File: src/sv/ilsp_pkg.sv
package ilsp_pkg;

  // Width of the reflection field on the result channel.
  localparam int unsigned REFL_W = 10;

  // Sample value latched in digital mode when the comparator bit is high.
  localparam logic [9:0] DIGITAL_HIGH_SAMPLE = 10'd505;

  // Register reset values.
  localparam logic [9:0]  THRESHOLD_RST      = 10'd405;
  localparam logic [7:0]  DEBOUNCE_LIMIT_RST = 8'd8;
  localparam logic [15:0] SETTLE_TICKS_RST   = 16'd10;
  localparam logic [15:0] POLL_TICKS_RST     = 16'd250;
  localparam logic        LED_ALWAYS_ON_RST  = 1'b0;
  localparam logic        ANALOG_MODE_RST    = 1'b1;

  // Sequencer phases.
  typedef enum logic [1:0] {
    PH_LED_ON = 2'd0,
    PH_START  = 2'd1,
    PH_SAMPLE = 2'd2
  } phase_t;

  // Configuration register indexes.
  typedef enum logic [2:0] {
    REG_THRESHOLD      = 3'd0,
    REG_DEBOUNCE_LIMIT = 3'd1,
    REG_SETTLE_TICKS   = 3'd2,
    REG_POLL_TICKS     = 3'd3,
    REG_LED_ALWAYS_ON  = 3'd4,
    REG_ANALOG_MODE    = 3'd5
  } reg_idx_t;

  typedef struct packed {
    logic [9:0]  threshold;
    logic [7:0]  debounce_limit;
    logic [15:0] settle_ticks;
    logic [15:0] poll_ticks;
    logic        led_always_on;
    logic        analog_mode;
  } cfg_t;

  typedef struct packed {
    logic       tick;
    logic       adc_done;
    logic [9:0] adc_value;
    logic       sensor_bit;
    logic       filling;
  } item_t;

  typedef struct packed {
    logic       led_on;
    logic       adc_start;
    logic       detected;
    logic       event_pulse;
    logic [9:0] reflection;
    logic       valve_pullup;
  } res_t;

endpackage

File: src/sv/ilsp_step.sv
module ilsp_step #(
  parameter int SAMPLE_BITS = 10
) (
  input  logic           clk,
  input  logic           rst_n,
  input  logic           step_en,
  input  ilsp_pkg::item_t item,
  input  ilsp_pkg::cfg_t  cfg,
  output ilsp_pkg::res_t  res
);

  localparam int CMP_W = (SAMPLE_BITS > ilsp_pkg::REFL_W) ? SAMPLE_BITS
                                                           : ilsp_pkg::REFL_W;

  ilsp_pkg::phase_t phase_r, phase_nxt;
  logic [15:0] wait_r, wait_nxt, wait_dec;
  logic [7:0]  cnt_r, cnt_nxt;
  logic        det_r, det_nxt;
  logic        led_r, led_nxt;
  logic [SAMPLE_BITS-1:0] latch_r, latch_nxt;

  logic       expired;
  logic       ready;
  logic [9:0] raw_sample;
  logic       start;
  logic       event_hit;

  // Timer decrements on a tick before the phase logic looks at it.
  always_comb begin
    wait_dec = (item.tick && (wait_r != 16'd0)) ? wait_r - 16'd1 : wait_r;
    expired  = (wait_dec == 16'd0);
    ready    = cfg.analog_mode ? item.adc_done : expired;
    raw_sample = cfg.analog_mode ? item.adc_value
                                 : (item.sensor_bit ? ilsp_pkg::DIGITAL_HIGH_SAMPLE
                                                    : 10'd0);
  end

  // Next phase of the sequencer; the unused code behaves as LED on.
  always_comb begin
    case (phase_r)
      ilsp_pkg::PH_START: begin
        phase_nxt = expired ? ilsp_pkg::PH_SAMPLE : ilsp_pkg::PH_START;
      end
      ilsp_pkg::PH_SAMPLE: begin
        phase_nxt = ready ? ilsp_pkg::PH_LED_ON : ilsp_pkg::PH_SAMPLE;
      end
      default: begin
        if (expired) begin
          phase_nxt = cfg.analog_mode ? ilsp_pkg::PH_START : ilsp_pkg::PH_SAMPLE;
        end else begin
          phase_nxt = ilsp_pkg::PH_LED_ON;
        end
      end
    endcase
  end

  // Timer loads, LED drive, sample latch and debounce counter.
  always_comb begin
    wait_nxt  = wait_dec;
    led_nxt   = led_r;
    latch_nxt = latch_r;
    cnt_nxt   = cnt_r;
    det_nxt   = det_r;
    start     = 1'b0;
    event_hit = 1'b0;
    case (phase_r)
      ilsp_pkg::PH_START: begin
        start = expired;
      end
      ilsp_pkg::PH_SAMPLE: begin
        if (ready) begin
          latch_nxt = SAMPLE_BITS'(raw_sample);
          if (!item.filling && !cfg.led_always_on) begin
            led_nxt = 1'b0;
          end
          if (CMP_W'(latch_nxt) <= CMP_W'(cfg.threshold)) begin
            if (cnt_r != 8'd0) begin
              cnt_nxt = cnt_r - 8'd1;
              if ((cnt_nxt == 8'd0) && det_r) begin
                det_nxt   = 1'b0;
                event_hit = 1'b1;
              end
            end
          end else begin
            if (cnt_r < cfg.debounce_limit) begin
              cnt_nxt = cnt_r + 8'd1;
              if ((cnt_nxt >= cfg.debounce_limit) && !det_r) begin
                det_nxt   = 1'b1;
                event_hit = 1'b1;
              end
            end
          end
          wait_nxt = cfg.poll_ticks;
        end
      end
      default: begin
        if (expired) begin
          led_nxt  = 1'b1;
          wait_nxt = cfg.settle_ticks;
        end
      end
    endcase
  end

  // Result of this step, taken by the output register in the top level.
  always_comb begin
    res.led_on       = led_nxt;
    res.adc_start    = start;
    res.detected     = det_nxt;
    res.event_pulse  = event_hit;
    res.reflection   = ilsp_pkg::REFL_W'(latch_nxt);
    res.valve_pullup = item.filling;
  end

  // Sequencer state advances once per processed item.
  always_ff @(posedge clk) begin
    if (!rst_n) begin
      phase_r <= ilsp_pkg::PH_LED_ON;
      wait_r  <= 16'd0;
      cnt_r   <= 8'd0;
      det_r   <= 1'b0;
      led_r   <= 1'b0;
      latch_r <= '0;
    end else if (step_en) begin
      phase_r <= phase_nxt;
      wait_r  <= wait_nxt;
      cnt_r   <= cnt_nxt;
      det_r   <= det_nxt;
      led_r   <= led_nxt;
      latch_r <= latch_nxt;
    end
  end

endmodule

File: src/sv/ir_level_sensor_poller.sv
// IR level sensor poller.
// Each request on the in_ channel is one polling step: a timer tick flag, the
// ADC handshake and value, the digital sensor bit and the valve command. Each
// step produces exactly one request on the out_ channel carrying the LED drive,
// the ADC start pulse, the debounced detected flag, the change event, the last
// latched reflection sample and the valve pull-up drive.
// A request sits in the input register, then the step logic updates the
// sequencer and writes the output register. Throughput is one request per cycle
// while the receiver does not stall; the step is a single pass through the
// timer decrement, the threshold compare and the debounce counter update.
// When the receiver stalls, the output register holds its result and the input
// register keeps one more request; in_tready falls only when both are full.
// Reset (rst_n low, synchronous) empties both registers, puts the sequencer in the
// LED-on phase with an expired timer and loads the register defaults. The cfg_
// channel is always ready; users write it only while idle, as nothing checks it.
module ir_level_sensor_poller #(
  parameter int SAMPLE_BITS = 10
) (
  input  logic        clk,
  input  logic        rst_n,
  input  logic        in_tvalid,
  output logic        in_tready,
  // tick[0], adc_done[1], adc_value[11:2], sensor_bit[12], filling[13], zero[15:14]
  input  logic [15:0] in_tdata,
  output logic        out_tvalid,
  input  logic        out_tready,
  // led_on[0], adc_start[1], detected[2], event_pulse[3], reflection[13:4],
  // valve_pullup[14], zero[15]
  output logic [15:0] out_tdata,
  input  logic        cfg_valid,
  output logic        cfg_ready,
  input  logic [2:0]  cfg_index,
  input  logic [15:0] cfg_data
);

  ilsp_pkg::cfg_t  cfg_r;
  ilsp_pkg::item_t s1_item_r;
  logic            s1_valid_r, s1_valid_nxt;
  ilsp_pkg::res_t  out_res_r;
  logic            out_valid_r, out_valid_nxt;
  ilsp_pkg::res_t  step_res;

  logic out_free;
  logic advance;
  logic in_accept;

  // Configuration registers.
  assign cfg_ready = 1'b1;

  always_ff @(posedge clk) begin
    if (!rst_n) begin
      cfg_r.threshold      <= ilsp_pkg::THRESHOLD_RST;
      cfg_r.debounce_limit <= ilsp_pkg::DEBOUNCE_LIMIT_RST;
      cfg_r.settle_ticks   <= ilsp_pkg::SETTLE_TICKS_RST;
      cfg_r.poll_ticks     <= ilsp_pkg::POLL_TICKS_RST;
      cfg_r.led_always_on  <= ilsp_pkg::LED_ALWAYS_ON_RST;
      cfg_r.analog_mode    <= ilsp_pkg::ANALOG_MODE_RST;
    end else if (cfg_valid && cfg_ready) begin
      case (ilsp_pkg::reg_idx_t'(cfg_index))
        ilsp_pkg::REG_THRESHOLD:      cfg_r.threshold      <= cfg_data[9:0];
        ilsp_pkg::REG_DEBOUNCE_LIMIT: cfg_r.debounce_limit <= cfg_data[7:0];
        ilsp_pkg::REG_SETTLE_TICKS:   cfg_r.settle_ticks   <= cfg_data;
        ilsp_pkg::REG_POLL_TICKS:     cfg_r.poll_ticks     <= cfg_data;
        ilsp_pkg::REG_LED_ALWAYS_ON:  cfg_r.led_always_on  <= cfg_data[0];
        ilsp_pkg::REG_ANALOG_MODE:    cfg_r.analog_mode    <= cfg_data[0];
        default: begin
        end
      endcase
    end
  end

  // Pipeline flow control: the step runs when the output register can take it.
  always_comb begin
    out_free      = !out_valid_r || out_tready;
    advance       = s1_valid_r && out_free;
    in_tready     = !s1_valid_r || out_free;
    in_accept     = in_tvalid && in_tready;
    s1_valid_nxt  = in_accept || (s1_valid_r && !advance);
    out_valid_nxt = advance || (out_valid_r && !out_tready);
  end

  always_ff @(posedge clk) begin
    if (!rst_n) begin
      s1_valid_r  <= 1'b0;
      out_valid_r <= 1'b0;
    end else begin
      s1_valid_r  <= s1_valid_nxt;
      out_valid_r <= out_valid_nxt;
    end
  end

  // Input register.
  always_ff @(posedge clk) begin
    if (in_accept) begin
      s1_item_r.tick       <= in_tdata[0];
      s1_item_r.adc_done   <= in_tdata[1];
      s1_item_r.adc_value  <= in_tdata[11:2];
      s1_item_r.sensor_bit <= in_tdata[12];
      s1_item_r.filling    <= in_tdata[13];
    end
  end

  ilsp_step #(
    .SAMPLE_BITS(SAMPLE_BITS)
  ) u_step (
    .clk     (clk),
    .rst_n   (rst_n),
    .step_en (advance),
    .item    (s1_item_r),
    .cfg     (cfg_r),
    .res     (step_res)
  );

  // Output register.
  always_ff @(posedge clk) begin
    if (advance) begin
      out_res_r <= step_res;
    end
  end

  assign out_tvalid = out_valid_r;
  assign out_tdata  = {1'b0,
                       out_res_r.valve_pullup,
                       out_res_r.reflection,
                       out_res_r.event_pulse,
                       out_res_r.detected,
                       out_res_r.adc_start,
                       out_res_r.led_on};

endmodule

File: config.mk
export PLATFORM = sky130hd
export DESIGN_NAME = ir_level_sensor_poller
export DESIGN_NICKNAME = d
export VERILOG_FILES = /design/src/sv/ilsp_pkg.sv /design/src/sv/ilsp_step.sv /design/src/sv/ir_level_sensor_poller.sv
export SDC_FILE = /design/constraint.sdc
export NUM_CORES = 1
export LEC_CHECK = 0
export CORE_ASPECT_RATIO = 0.8
export CORE_MARGIN = 2
export CORE_UTILIZATION = 55
export DETAILED_ROUTE_END_ITERATION = 10
export DONT_BUFFER_PORTS = 1
export PLACE_DENSITY = 0.68
export SYNTH_ARGS = -nofsm -noshare
export SYNTH_HDL_FRONTEND = slang
export SYNTH_HIERARCHICAL = 1
export SYNTH_SLANG_ARGS = --single-unit
File: constraint.sdc
create_clock -name clk -period 8.9 [get_ports clk]
set_input_delay 1.335 -clock clk [delete_from_list [all_inputs] [get_ports clk]]
set_output_delay 1.335 -clock clk [all_outputs]
set_load 0.02 [all_outputs]
==> metrics.md, run 1 <==
| Metric | Value |
|---|---|
| Outcome | `finished, final reports clean` |
| HPWL Detailed | `12.36 mm` |
| Placed cells | `870` |
| Max-slew headroom | `0.2197` |
| Largest net degree at the start of global routing | `104` |
| Initial DRT Pass Iterations | `7` |
| Vias in the first global route | `roughly 5400` |
| Drt drc | `0` |
| Nets | `791` |
| Global route overflow | `0` |
| Post-synthesis sequential area ratio | `0.3944` |
| Reg2reg setup slack | `4.62 ns` |
| Root Driver | `clkbuf_16` |
| CP endpoint kind | `flop` |
| Vias post-DR | `5579` |
| Final Critical Period | `4.278 ns` |
| FF-to-FF path depth | `13` |
| Least-Margin Pin Slew | `1.162 ns` |
| WP data required | `9.24 ns` |
| Clock Tree Buf Depth | `2` |
| Number of flops mapped to enable cells by yosys | `29` |
| Max-Cap Viols | `0` |
| Worst EP arrival | `about 4.6 ns` |
| RSZ-0062 raised after global routing | `false` |
| Crit path kind | `reg -> reg` |
| H-Tree Depth | `4` |
| Mapped Area | `6878 µm²` |
| Clock sink count | `121` |
| Top_reg_cell synth | `dfxtp_1` |
| Die Width | `between 100 and 150 µm` |
| Period utilization | `0.4806` |
| GRT Total Usage | `0.2698` |
| Routed Antenna Nets | `0` |
| Diode count | `0` |
| Worst r2r dst | `u_step/cnt_r[3]` |
| Drt wl/cell | `roughly 20 µm` |
| Fin. Hold Viols | `0` |
| Initial Utilization | `0.5634` |
| Seq cells post-synth | `around 120` |
| Reg clk slew, reported paths | `0.06 ns` |
| Final Setup Violations | `0` |
| Post-CTS sizing | `0` |
| Die area | `roughly 13000 µm²` |
| CTS Hold Bufs | `0` |
| PortBufs | `0` |
| Syn. warnings | `6` |
| CP max FO | `20` |
| Design Area, Final | `7425 µm²` |
| Worst Setup SP | `cfg_r[0]` |
| Finished Layout Cells | `902` |
| CTS tree | `built` |
| Die height | `104.0 µm` |
| Worst r2r src | `cfg_r[0]` |
| Filler cell count | `1035` |
| Layout Skew | `around 0.011 ns` |
| GP Congestion | `0.8966` |
| First-iteration detailed-routing DRC count | `603` |
| Post-Syn Instances | `about 750` |
| Power Density | `201.0 nW/µm²` |
| Worst-Skew Late Latency | `0.42 ns` |
| Final wirelength | `about 18 mm` |
| First-pass GRT wire length | `roughly 28 mm` |
| Final Max Tran Viols | `0` |
| Critical Path Sink | `u_step/cnt_r[3]` |
| Initial antenna violation count | `0` |
| Share of layout cells above drive strength 1 | `0.07661` |
| Netlist cell types | `about 80` |
| Rows | `36` |
| Mapped Nets | `roughly 820` |
| Drt via density | `6.185` |
| Hold crit path type | `reg -> reg` |
| Core Box Area | `~12000 µm²` |
| Ys async rst share | `0` |
| Syn-to-layout area delta | `7.950%` |
| Upper clock frequency limit | `233.8 MHz` |
| Avg Cell Area, Syn | `~9.2 µm²` |
| Setup TNS | `0 ns` |
| Setup Fix Bufs, Post-CTS | `0` |
| Num CTS Buffers | `17` |
| LEAKAGE | `2.872 nW` |
| Max IR drop VDD | `around 0.00014 V` |
| Placed instance area | `6848 µm²` |
| I/O pins | `59` |
| CP Launch Type | `flop` |
worst max-delay path: stages, from the launching register on:
cell and delay (ns):
dfxtp_1 0.83, nor2b_1 0.26, a21oi_1 0.42, inv_1 0.09, ha_1 0.33, a21o_1 0.19, a211o_1 0.31, or2_0 0.21
o221ai_1 0.18, buf_4 0.26, mux2i_1 0.21, or3_1 0.44, or3_1 0.32, a21oi_1 0.13
per-layer routing:
| layer | track usage | up-vias | part of all wire |
|---|---|---|---|
| met5 | 0 | - | 0 |
| met4 | 0.07609 | 0 | 0.011 |
| met3 | 0.07047 | 16 | 0.092 |
| met2 | 0.3840 | 235 | 0.43 |
| met1 | 0.4018 | 2685 | 0.47 |
| li1 | - | 2643 | - |
kinds of logic after synthesis:
logic type / share of synthesized area
AND/OR/NAND/NOR: 0.1959
AO/OA/AOI/OAI: 0.1645
flip-flops: 0.3944
buffers and inverters: 0.06003
multiplexers: 0.1037
adder cells (fa/ha/maj): 0.06003
XOR/XNOR: 0.02038
other: 0.001092
synthesized netlist by cell type (3+ instances only):
library cell  number  area [µm²]
a211oi_1          15       112.6
a21o_1             3       22.52
a21oi_1           44       220.2
a221oi_1          11       96.34
a311oi_1           4       35.03
a31oi_1            7       43.79
a32o_1             4       40.04
a41oi_1            3       26.28
and2_1             5       31.28
and3_1             4       25.02
buf_2              9       45.04
buf_4             10       75.07
buf_6              3       33.78
clkbuf_1          31       116.4
dfxtp_1           92        1842
edfxtp_1          29       870.8
ha_1              33       412.9
inv_1             36       135.1
mux2_1             5       56.30
mux2_2             5       56.30
mux2i_1           60       600.6
nand2_1           84       315.3
nand2b_1           8       50.05
nand3_1            7       35.03
nand3b_1           6       45.04
nand4_1            6       37.54
nand4b_1           4       35.03
nor2_1            46       172.7
nor2b_1           32       200.2
nor3_1            16       80.08
o211ai_1           3       22.52
o21a_1             8       60.06
o21ai_0           21       105.1
o21ai_1           11       55.05
o221ai_1           6       52.55
o22ai_1            3       18.77
o31ai_1            4       30.03
or3_1             10       62.56
or4_1              3       22.52
xnor2_1            9       78.83
xor2_1             7       61.31
flip-flops by register name (all words and copies together), names as in the netlist:
signal and flops:
cfg_r 52, s1_item_r 14, u_step/wait_r 16, u_step/phase_r 2
u_step/cnt_r 8, out_tdata 15, out_tvalid 1, u_step/latch_r 10
s1_valid_r 1, u_step/led_r 1, u_step/det_r 1
area by class of cell:
| type | count | area (µm²) | area share |
|---|---|---|---|
| Timing Repair Buffer | 3 | 22.52 | 0.003033 |
| Clock buffer | 20 | 466.7 | 0.06286 |
| Tap cell | 171 | 214.0 | 0.02882 |
| Multi-Input combinational cell | 539 | 3764 | 0.5069 |
| Clock inverter | 12 | 110.1 | 0.01483 |
| Sequential cell | 121 | 2713 | 0.3654 |
| Inverter | 36 | 135.1 | 0.01820 |
per-stage QoR:
step / total power (W) / hold WS, ns / util / worst slack, ns
after floorplan: 0.0007843 / 0.4312 / - / 5.259
after global placement: 0.0008204 / 0.4394 / 0.5610 / 4.813
after detailed placement: 0.0008262 / 0.4488 / 0.5610 / 4.804
after CTS: 0.001493 / 0.4595 / 0.6082 / 4.708
after global routing: 0.001544 / 0.4848 / 0.6082 / 4.359
final: 0.001493 / 0.4633 / 0.6082 / 4.622
power breakdown:
| group | switching (W) | internal, W |
|---|---|---|
| combinational | 0.000133 | 0.0000805 |
| sequential | 0.0000256 | 0.000584 |
| clock | 0.000261 | 0.000408 |
| total | 0.000419 | 0.00107 |
worst min-delay path by stage:
| stage | startpoint | endpoint | cells after the start |
|---|---|---|---|
| 3_5_place_dp | u_step/latch_r[1] | u_step/latch_r[1] | 2 |
| 5_1_grt | cfg_r[45] | cfg_r[45] | 2 |
| 3_3_place_gp | u_step/latch_r[9] | u_step/latch_r[9] | 2 |
| 2_1_floorplan | u_step/latch_r[1] | u_step/latch_r[1] | 2 |
| 4_1_cts | u_step/latch_r[9] | u_step/latch_r[9] | 2 |
| 6_report | cfg_r[27] | cfg_r[27] | 2 |
placed cells by master (no fill, tap or decap), types with 7 or more instances in the layout:
cell / count
dfxtp_1: 92
nand2_1: 84
mux2i_1: 60
nor2_1: 46
a21oi_1: 43
inv_1: 36
ha_1: 33
nor2b_1: 31
edfxtp_1: 29
o21ai_0: 21
clkbuf_16: 17
nor3_1: 16
a211oi_1: 15
o21ai_1: 11
a221oi_1: 11
or3_1: 10
xnor2_1: 9
o21a_1: 8
nand2b_1: 8
nand3_1: 7
a31oi_1: 7
xor2_1: 7
(Power assumes the default switching activity.)
==> inputs of run 2 (changes only) <==
==> constraint.sdc (replaced) <==
create_clock -name clk -period 4.1 [get_ports clk]
set_input_delay 0.615 -clock clk [delete_from_list [all_inputs] [get_ports clk]]
set_output_delay 0.615 -clock clk [all_outputs]
set_load 0.02 [all_outputs]
==> run 2 against run 1 <==
Routed wire length is 2.6% lower; core utilization is 0.53 points higher; non-clock buffer count is 4 higher; worst hold slack lost 0.17 ns; sequential power rose by 120%; first-iteration DRC count is 13% lower; largest cell class unchanged; critical path type unchanged; count of clock-buffer cells in the layout decreased by 1.
==> metrics.md, run 2 (synthesized netlist as in run 1, its figures left out) <==
| Metric | Value |
|---|---|
| Outcome | `finished, final reports clean` |
| Die height | `104.0 µm (unchanged)` |
| Layout Skew | `0.006676 ns (-0.004821 ns)` |
| FF-to-FF path depth | `13 (unchanged)` |
| CP max stage cell | `dfxtp_1` |
| I/O pins | `59 (unchanged)` |
| Num CTS Buffers | `17 (unchanged)` |
| Initial antenna violation count | `0 (unchanged)` |
| Max-Cap Viols | `0 (unchanged)` |
| Max IR drop VDD | `0.0003231 V (+130%)` |
| CP endpoint kind | `flop` |
| Most frequent cells in the layout | `dfxtp_1 (92), nand2_1 (84), mux2i_1 (60)` |
| Power Density | `442.1 nW/µm² (+120%)` |
| Fin. Hold Viols | `0 (unchanged)` |
| Max-slew headroom | `0.3332 (+0.1135)` |
| Slowest Stage Delay on Critical Path | `0.56 ns (-0.27 ns)` |
| CP Launch Type | `flop` |
| Worst r2r src | `cfg_r[0]` |
| Diode count | `0 (unchanged)` |
| Global route overflow | `0 (unchanged)` |
| Rows | `36 (unchanged)` |
| Period utilization | `0.9272 (+0.4466)` |
| CTS Hold Bufs | `0 (unchanged)` |
| GP Congestion | `0.8948 (-0.20%)` |
| LEAKAGE | `2.902 nW (+1.0%)` |
| Post-CTS sizing | `0 (unchanged)` |
| Crit path kind | `reg -> reg` |
| H-Tree Depth | `4 (unchanged)` |
| Final Setup Violations | `0 (unchanged)` |
| Largest register FFs | `52 (unchanged)` |
| Reg clk slew, reported paths | `0.06 ns (about the same)` |
| Largest net degree at the start of global routing | `104 (unchanged)` |
| Commonest non-fill, non-tap cell in the layout | `dfxtp_1` |
| Hold Path End | `s1_item_r[7]` |
| Drt via density | `6.184 (about the same)` |
| Final Critical Period | `3.802 ns (-0.4759 ns)` |
| Initial Utilization | `0.5634 (unchanged)` |
| Worst min-delay path startpoint | `in_tdata[7]` |
| Reg2reg setup slack | `0.30 ns (-4.32 ns)` |
| Vias in the first global route | `5350 (-0.80%)` |
| Root Driver | `clkbuf_16` |
| Nets | `795 (+0.51%)` |
| Clock sink count | `121 (unchanged)` |
| Initial DRT Pass Iterations | `5 (-2)` |
| First-pass GRT wire length | `27.71 mm (-2.0%)` |
| RSZ-0062 raised after global routing | `false` |
| Top reg by flops | `cfg_r` |
| Drt wl/cell | `18.91 µm (-3.0%)` |
| CP Buf/Inv Count | `2 (unchanged)` |
| GRT Total Usage | `0.2653 (-0.004518)` |
| Worst-Skew Late Latency | `0.42 ns (about the same)` |
| HPWL Detailed | `12.32 mm (-0.28%)` |
| Upper clock frequency limit | `263.0 MHz (+13%)` |
| Crit-path cells | `nor2b_1 > a21oi_1 > inv_1 > ha_1 > a21o_1 > a211o_1 > or2_0 > o221ai_1 > buf_4 > mux2i_1 > or3_1 > or3_1 > a21oi_1` |
| CP max FO | `13 (-35%)` |
| Worst EP arrival | `4.15 ns (-0.46 ns)` |
| Vias post-DR | `5603 (+0.43%)` |
| Clock Tree Buf Depth | `2 (unchanged)` |
| Share of layout cells above drive strength 1 | `0.08027 (+0.003665)` |
| Final Max Tran Viols | `0 (unchanged)` |
| Drt drc | `0 (unchanged)` |
| Routed Antenna Nets | `0 (unchanged)` |
| PortBufs | `0 (unchanged)` |
| Hold crit path type | `in -> reg` |
| Placed cells | `874 (+0.46%)` |
| Setup TNS | `0 ns (unchanged)` |
| Hold Path Stages | `0 (-2)` |
| Setup Fix Bufs, Post-CTS | `0 (unchanged)` |
| CP top delay family | `simple AND/OR/NAND/NOR gates` |
| Worst r2r dst | `u_step/cnt_r[3]` |
| CTS tree | `built` |
| Least-Margin Pin Slew | `1.000 ns (-0.1613 ns)` |
| Syn-to-layout area delta | `8.896%` |
| First-iteration detailed-routing DRC count | `525 (-13%)` |
| Finished Layout Cells | `906 (+0.44%)` |
| Die area | `13420 µm² (unchanged)` |
| Die Width | `129.0 µm (unchanged)` |
| Final wirelength | `17.14 mm (-2.6%)` |
| WP data required | `4.44 ns (-4.80 ns)` |
| Core Box Area | `12210 µm² (unchanged)` |
==> run 2: cell count changes in the layout (fill, tap and decap cells not counted), sizes merged <==
cell	before	now
buf	3	7
bufinv	1	2
clkbuf	20	19
clkinv	2	1
inv	42	43
==> run 2: per-layer routing <==
layer	up-vias	global-route usage	share of wire
met5	-	0	0
met4	0	0.07143	0.0090
met3	18	0.08128	0.084
met2	228	0.3855	0.43
met1	2699	0.3819	0.48
li1	2658	-	-
==> run 2: area by class of cell <==
type	count	area (µm²)
Sequential cell	121	2713
Timing Repair Buffer	7	52.55
Tap cell	171	214.0
Clock buffer	19	454.2
Fill cell	1036	4717
Inverter	36	135.1
Multi-Input combinational cell	539	3764
Clock inverter	13	157.7
==> run 2: where the power goes <==
group | internal (W) | switching [W]
Clock | 0.000949 | 0.000584
Combinational | 0.000178 | 0.000279
Sequential | 0.00127 | 0.0000544
==> run 2: per-stage QoR <==
step	area, µm²	power [W]	util	hold slack (ns)	worst slack, ns
final	7490	0.003312	0.6136	0.2895	0.2983
after global routing	7490	0.003433	0.6136	0.2702	0.1027
after CTS	7490	0.003323	0.6136	0.2725	0.3578
after detailed placement	6878	0.001789	0.5634	0.4500	0.3873
after global placement	6878	0.001777	0.5634	0.4398	0.4663
after floorplan	6878	0.001703	-	0.4312	0.4588
==> run 2: worst max-delay path by stage <==
stage | depth (start not counted) | slack, ns | from | to
after floorplan | 15 | 0.46 | cfg_r[0] | out_tdata[2]
after global placement | 13 | 0.47 | cfg_r[0] | u_step/cnt_r[3]
after detailed placement | 13 | 0.39 | cfg_r[0] | u_step/cnt_r[3]
after CTS | 13 | 0.36 | cfg_r[0] | u_step/cnt_r[5]
after global routing | 13 | 0.10 | cfg_r[0] | u_step/cnt_r[5]
final | 13 | 0.30 | cfg_r[0] | u_step/cnt_r[3]
==> inputs of run 3 (changes only) <==
--- a/config.mk
+++ b/config.mk
@@ -11,6 +11,8 @@
 export DETAILED_ROUTE_END_ITERATION = 10
 export DONT_BUFFER_PORTS = 1
 export PLACE_DENSITY = 0.68
+export RECOVER_POWER = 25
+export SETUP_SLACK_MARGIN = 0.5
 export SYNTH_ARGS = -nofsm -noshare
 export SYNTH_HDL_FRONTEND = slang
 export SYNTH_HIERARCHICAL = 1
==> run 3 against run 2 <==
The flow now finishes with violations (max-capacitance violations, max-slew violations); final cell count is 0.44% higher; sequential power barely moved; sequential share of layout area down 0.32 points; register-to-register slack better by 0.29 ns; routed wire length is 2.2% higher; critical path type unchanged; critical endpoint unchanged.
==> metrics.md, run 3 (synthesized netlist as in run 1, its figures left out) <==
| Metric | Value |
|---|---|
| Initial DRT Pass Iterations | `5 (unchanged)` |
| Most frequent cells in the layout | `dfxtp_1 (91), nand2_1 (84), mux2i_1 (60)` |
| First-pass GRT wire length | `28.16 mm (+1.6%)` |
| Vias in the first global route | `5258 (-1.7%)` |
| CP Launch Type | `flop` |
| Die height | `104.0 µm (unchanged)` |
| Largest net degree at the start of global routing | `104 (unchanged)` |
| H-Tree Depth | `4 (unchanged)` |
| Crit path kind | `reg -> reg` |
| WP data required | `4.43 ns (about the same)` |
| Upper clock frequency limit | `284.7 MHz (+8.2%)` |
| Slowest Stage Delay on Critical Path | `0.42 ns (-0.14 ns)` |
| HPWL Detailed | `12.46 mm (+1.1%)` |
| Vias post-DR | `5517 (-1.5%)` |
| CTS tree | `built` |
| Core Box Area | `12210 µm² (unchanged)` |
| RSZ-0062 raised after global routing | `true` |
| Layout Skew | `0.01828 ns (+0.01161 ns)` |
| CTS Hold Bufs | `0 (unchanged)` |
| Final Critical Period | `3.513 ns (-0.2890 ns)` |
| Failing checks | `max-capacitance violations, max-slew violations` |
| Period utilization | `0.8568 (-0.07049)` |
| Worst-Skew Late Latency | `0.42 ns (about the same)` |
| Power Density | `442.8 nW/µm² (+0.14%)` |
| Worst path depth | `13 (unchanged)` |
| LEAKAGE | `2.953 nW (+1.8%)` |
| Rows | `36 (unchanged)` |
| Initial Utilization | `0.5634 (unchanged)` |
| Num CTS Buffers | `17 (unchanged)` |
| CP max stage cell | `or3_1` |
| Switching power total | `0.0009079 W (-0.99%)` |
| Nets | `799 (+0.50%)` |
| Commonest non-fill, non-tap cell in the layout | `dfxtp_1` |
| CP top delay family | `simple AND/OR/NAND/NOR gates` |
| FF-to-FF path depth | `13 (unchanged)` |
| Die area | `13420 µm² (unchanged)` |
| Share of layout cells above drive strength 1 | `0.09202 (+0.01174)` |
| Hold Path Stages | `0 (unchanged)` |
| Switching share of power | `0.2710 (-0.005929)` |
| Max-slew headroom | `-0.2225 (-0.5556)` |
| Clk network pwr share | `0.464 (about the same)` |
| PortBufs | `0 (unchanged)` |
| Reg clk slew, reported paths | `0.06 ns (about the same)` |
| GP Congestion | `0.9071 (+1.4%)` |
| Syn-to-layout area delta | `10.02%` |
| GRT Total Usage | `0.2703 (+0.005021)` |
| Largest register FFs | `52 (unchanged)` |
| Drt drc | `0 (unchanged)` |
| CP max FO | `13 (unchanged)` |
| Diode count | `0 (unchanged)` |
| Reg2reg setup slack | `0.59 ns (+0.29 ns)` |
| CP endpoint kind | `flop` |
| First-iteration detailed-routing DRC count | `586 (+12%)` |
| Final Max Tran Viols | `6 (+6)` |
| Outcome | `finished with violations` |
| Filler cell count | `1001 (-3.4%)` |
| Cell Int Power | `0.002443 W (+2.0%)` |
| Max IR drop VDD | `0.0003301 V (+2.2%)` |
| Multi-input gate area | `3779 µm² (+0.40%)` |
| Die Width | `129.0 µm (unchanged)` |
| Combinational fraction of design power | `0.141 (+0.003)` |
| Drt wl/cell | `19.24 µm (+1.7%)` |
| Global route overflow | `0 (unchanged)` |
| Clock Tree Buf Depth | `2 (unchanged)` |
| Top reg by flops | `cfg_r` |
| Pwr Total | `0.003351 W (+1.2%)` |
| Root Driver | `clkbuf_16` |
| Least-Margin Pin Slew | `1.808 ns (+0.8080 ns)` |
| Setup TNS | `0 ns (unchanged)` |
| Routed Antenna Nets | `0 (unchanged)` |
| Crit-path cells | `nor2b_2 > a21oi_1 > inv_1 > ha_1 > a21o_1 > a211o_1 > or2_0 > o221ai_1 > buf_4 > mux2i_1 > or3_1 > or3_1 > a21oi_1` |
| Fin. Hold Viols | `0 (unchanged)` |
| I/O pins | `59 (unchanged)` |
| Final Setup Violations | `0 (unchanged)` |
| Initial antenna violation count | `0 (unchanged)` |
| CP Buf/Inv Count | `2 (unchanged)` |
| Reg area | `2716 µm² (+0.14%)` |
| Share of power burned in registers | `0.395 (-0.004)` |
| Hold crit path type | `in -> reg` |
| Worst EP arrival | `3.85 ns (-0.30 ns)` |
| Drt via density | `6.063 (-2.0%)` |
| Clock sink count | `121 (unchanged)` |
| Max-Cap Viols | `1 (+1)` |
| Final wirelength | `17.51 mm (+2.2%)` |
## run 3: cell types whose count changed in the layout (fill, tap and decap cells not counted), moves of 2 or more
cell and change:
clkinvlp_4 -3, buf_4 +2, clkinv_2 +2, clkinv_4 +2
inv_8 -2
## run 3: timing repair
item                                    CTS  global route
buffers inserted                          0             4
endpoints found under the setup margin   10            21
pin swaps                                 1             2
resized for setup                         2             7
## run 3: worst paths after layout
kind	from	to
max reg2reg	s1_item_r[1]	u_step/cnt_r[3]
min	in_tdata[7]	s1_item_r[7]
min reg2reg	u_step/latch_r[2]	u_step/latch_r[2]
max	s1_item_r[1]	u_step/cnt_r[3]
## run 3: power groups by stage
stage / clock network, W / registers [W] / logic (W)
final: 0.00156 / 0.00132 / 0.000471
after detailed placement: 0 / 0.00135 / 0.000448
after floorplan: 0 / 0.00132 / 0.000379
after CTS: 0.00157 / 0.00132 / 0.000453
after global routing: 0.00163 / 0.00133 / 0.000509
after global placement: 0 / 0.00134 / 0.000436
## run 3: layout make-up
| cell class | instances | area share |
|---|---|---|
| multi-input combinational | 539 | 0.4993 |
| sequential | 121 | 0.3590 |
| clock buffer | 21 | 0.06515 |
| tap | 171 | 0.02827 |
| inverter | 36 | 0.01786 |
| clock inverter | 11 | 0.01736 |
| timing repair buffer | 11 | 0.01306 |
## run 3: through the flow
step / instance area [µm²] / hold WS [ns] / utilization / instances / setup slack (ns)
after floorplan: 6879 / 0.4312 / - / 751 / 0.5723
final: 7567 / 0.2846 / 0.6199 / 910 / 0.5873
after CTS: 7507 / 0.2717 / 0.6150 / 906 / 0.5466
after global placement: 6878 / 0.4400 / 0.5634 / 874 / 0.4245
after global routing: 7567 / 0.2687 / 0.6199 / 910 / 0.4506
after detailed placement: 6878 / 0.4427 / 0.5634 / 874 / 0.3310
## run 3: routing by layer
layer,routed length (µm),GRT usage,part of all wire,vias to the layer above
li1,-,-,-,2645
met1,8300,0.4101,0.47,2625
met2,7449,0.3685,0.43,231
met3,1616,0.08642,0.092,16
met4,140,0.06832,0.0080,0
met5,0,0,0,-
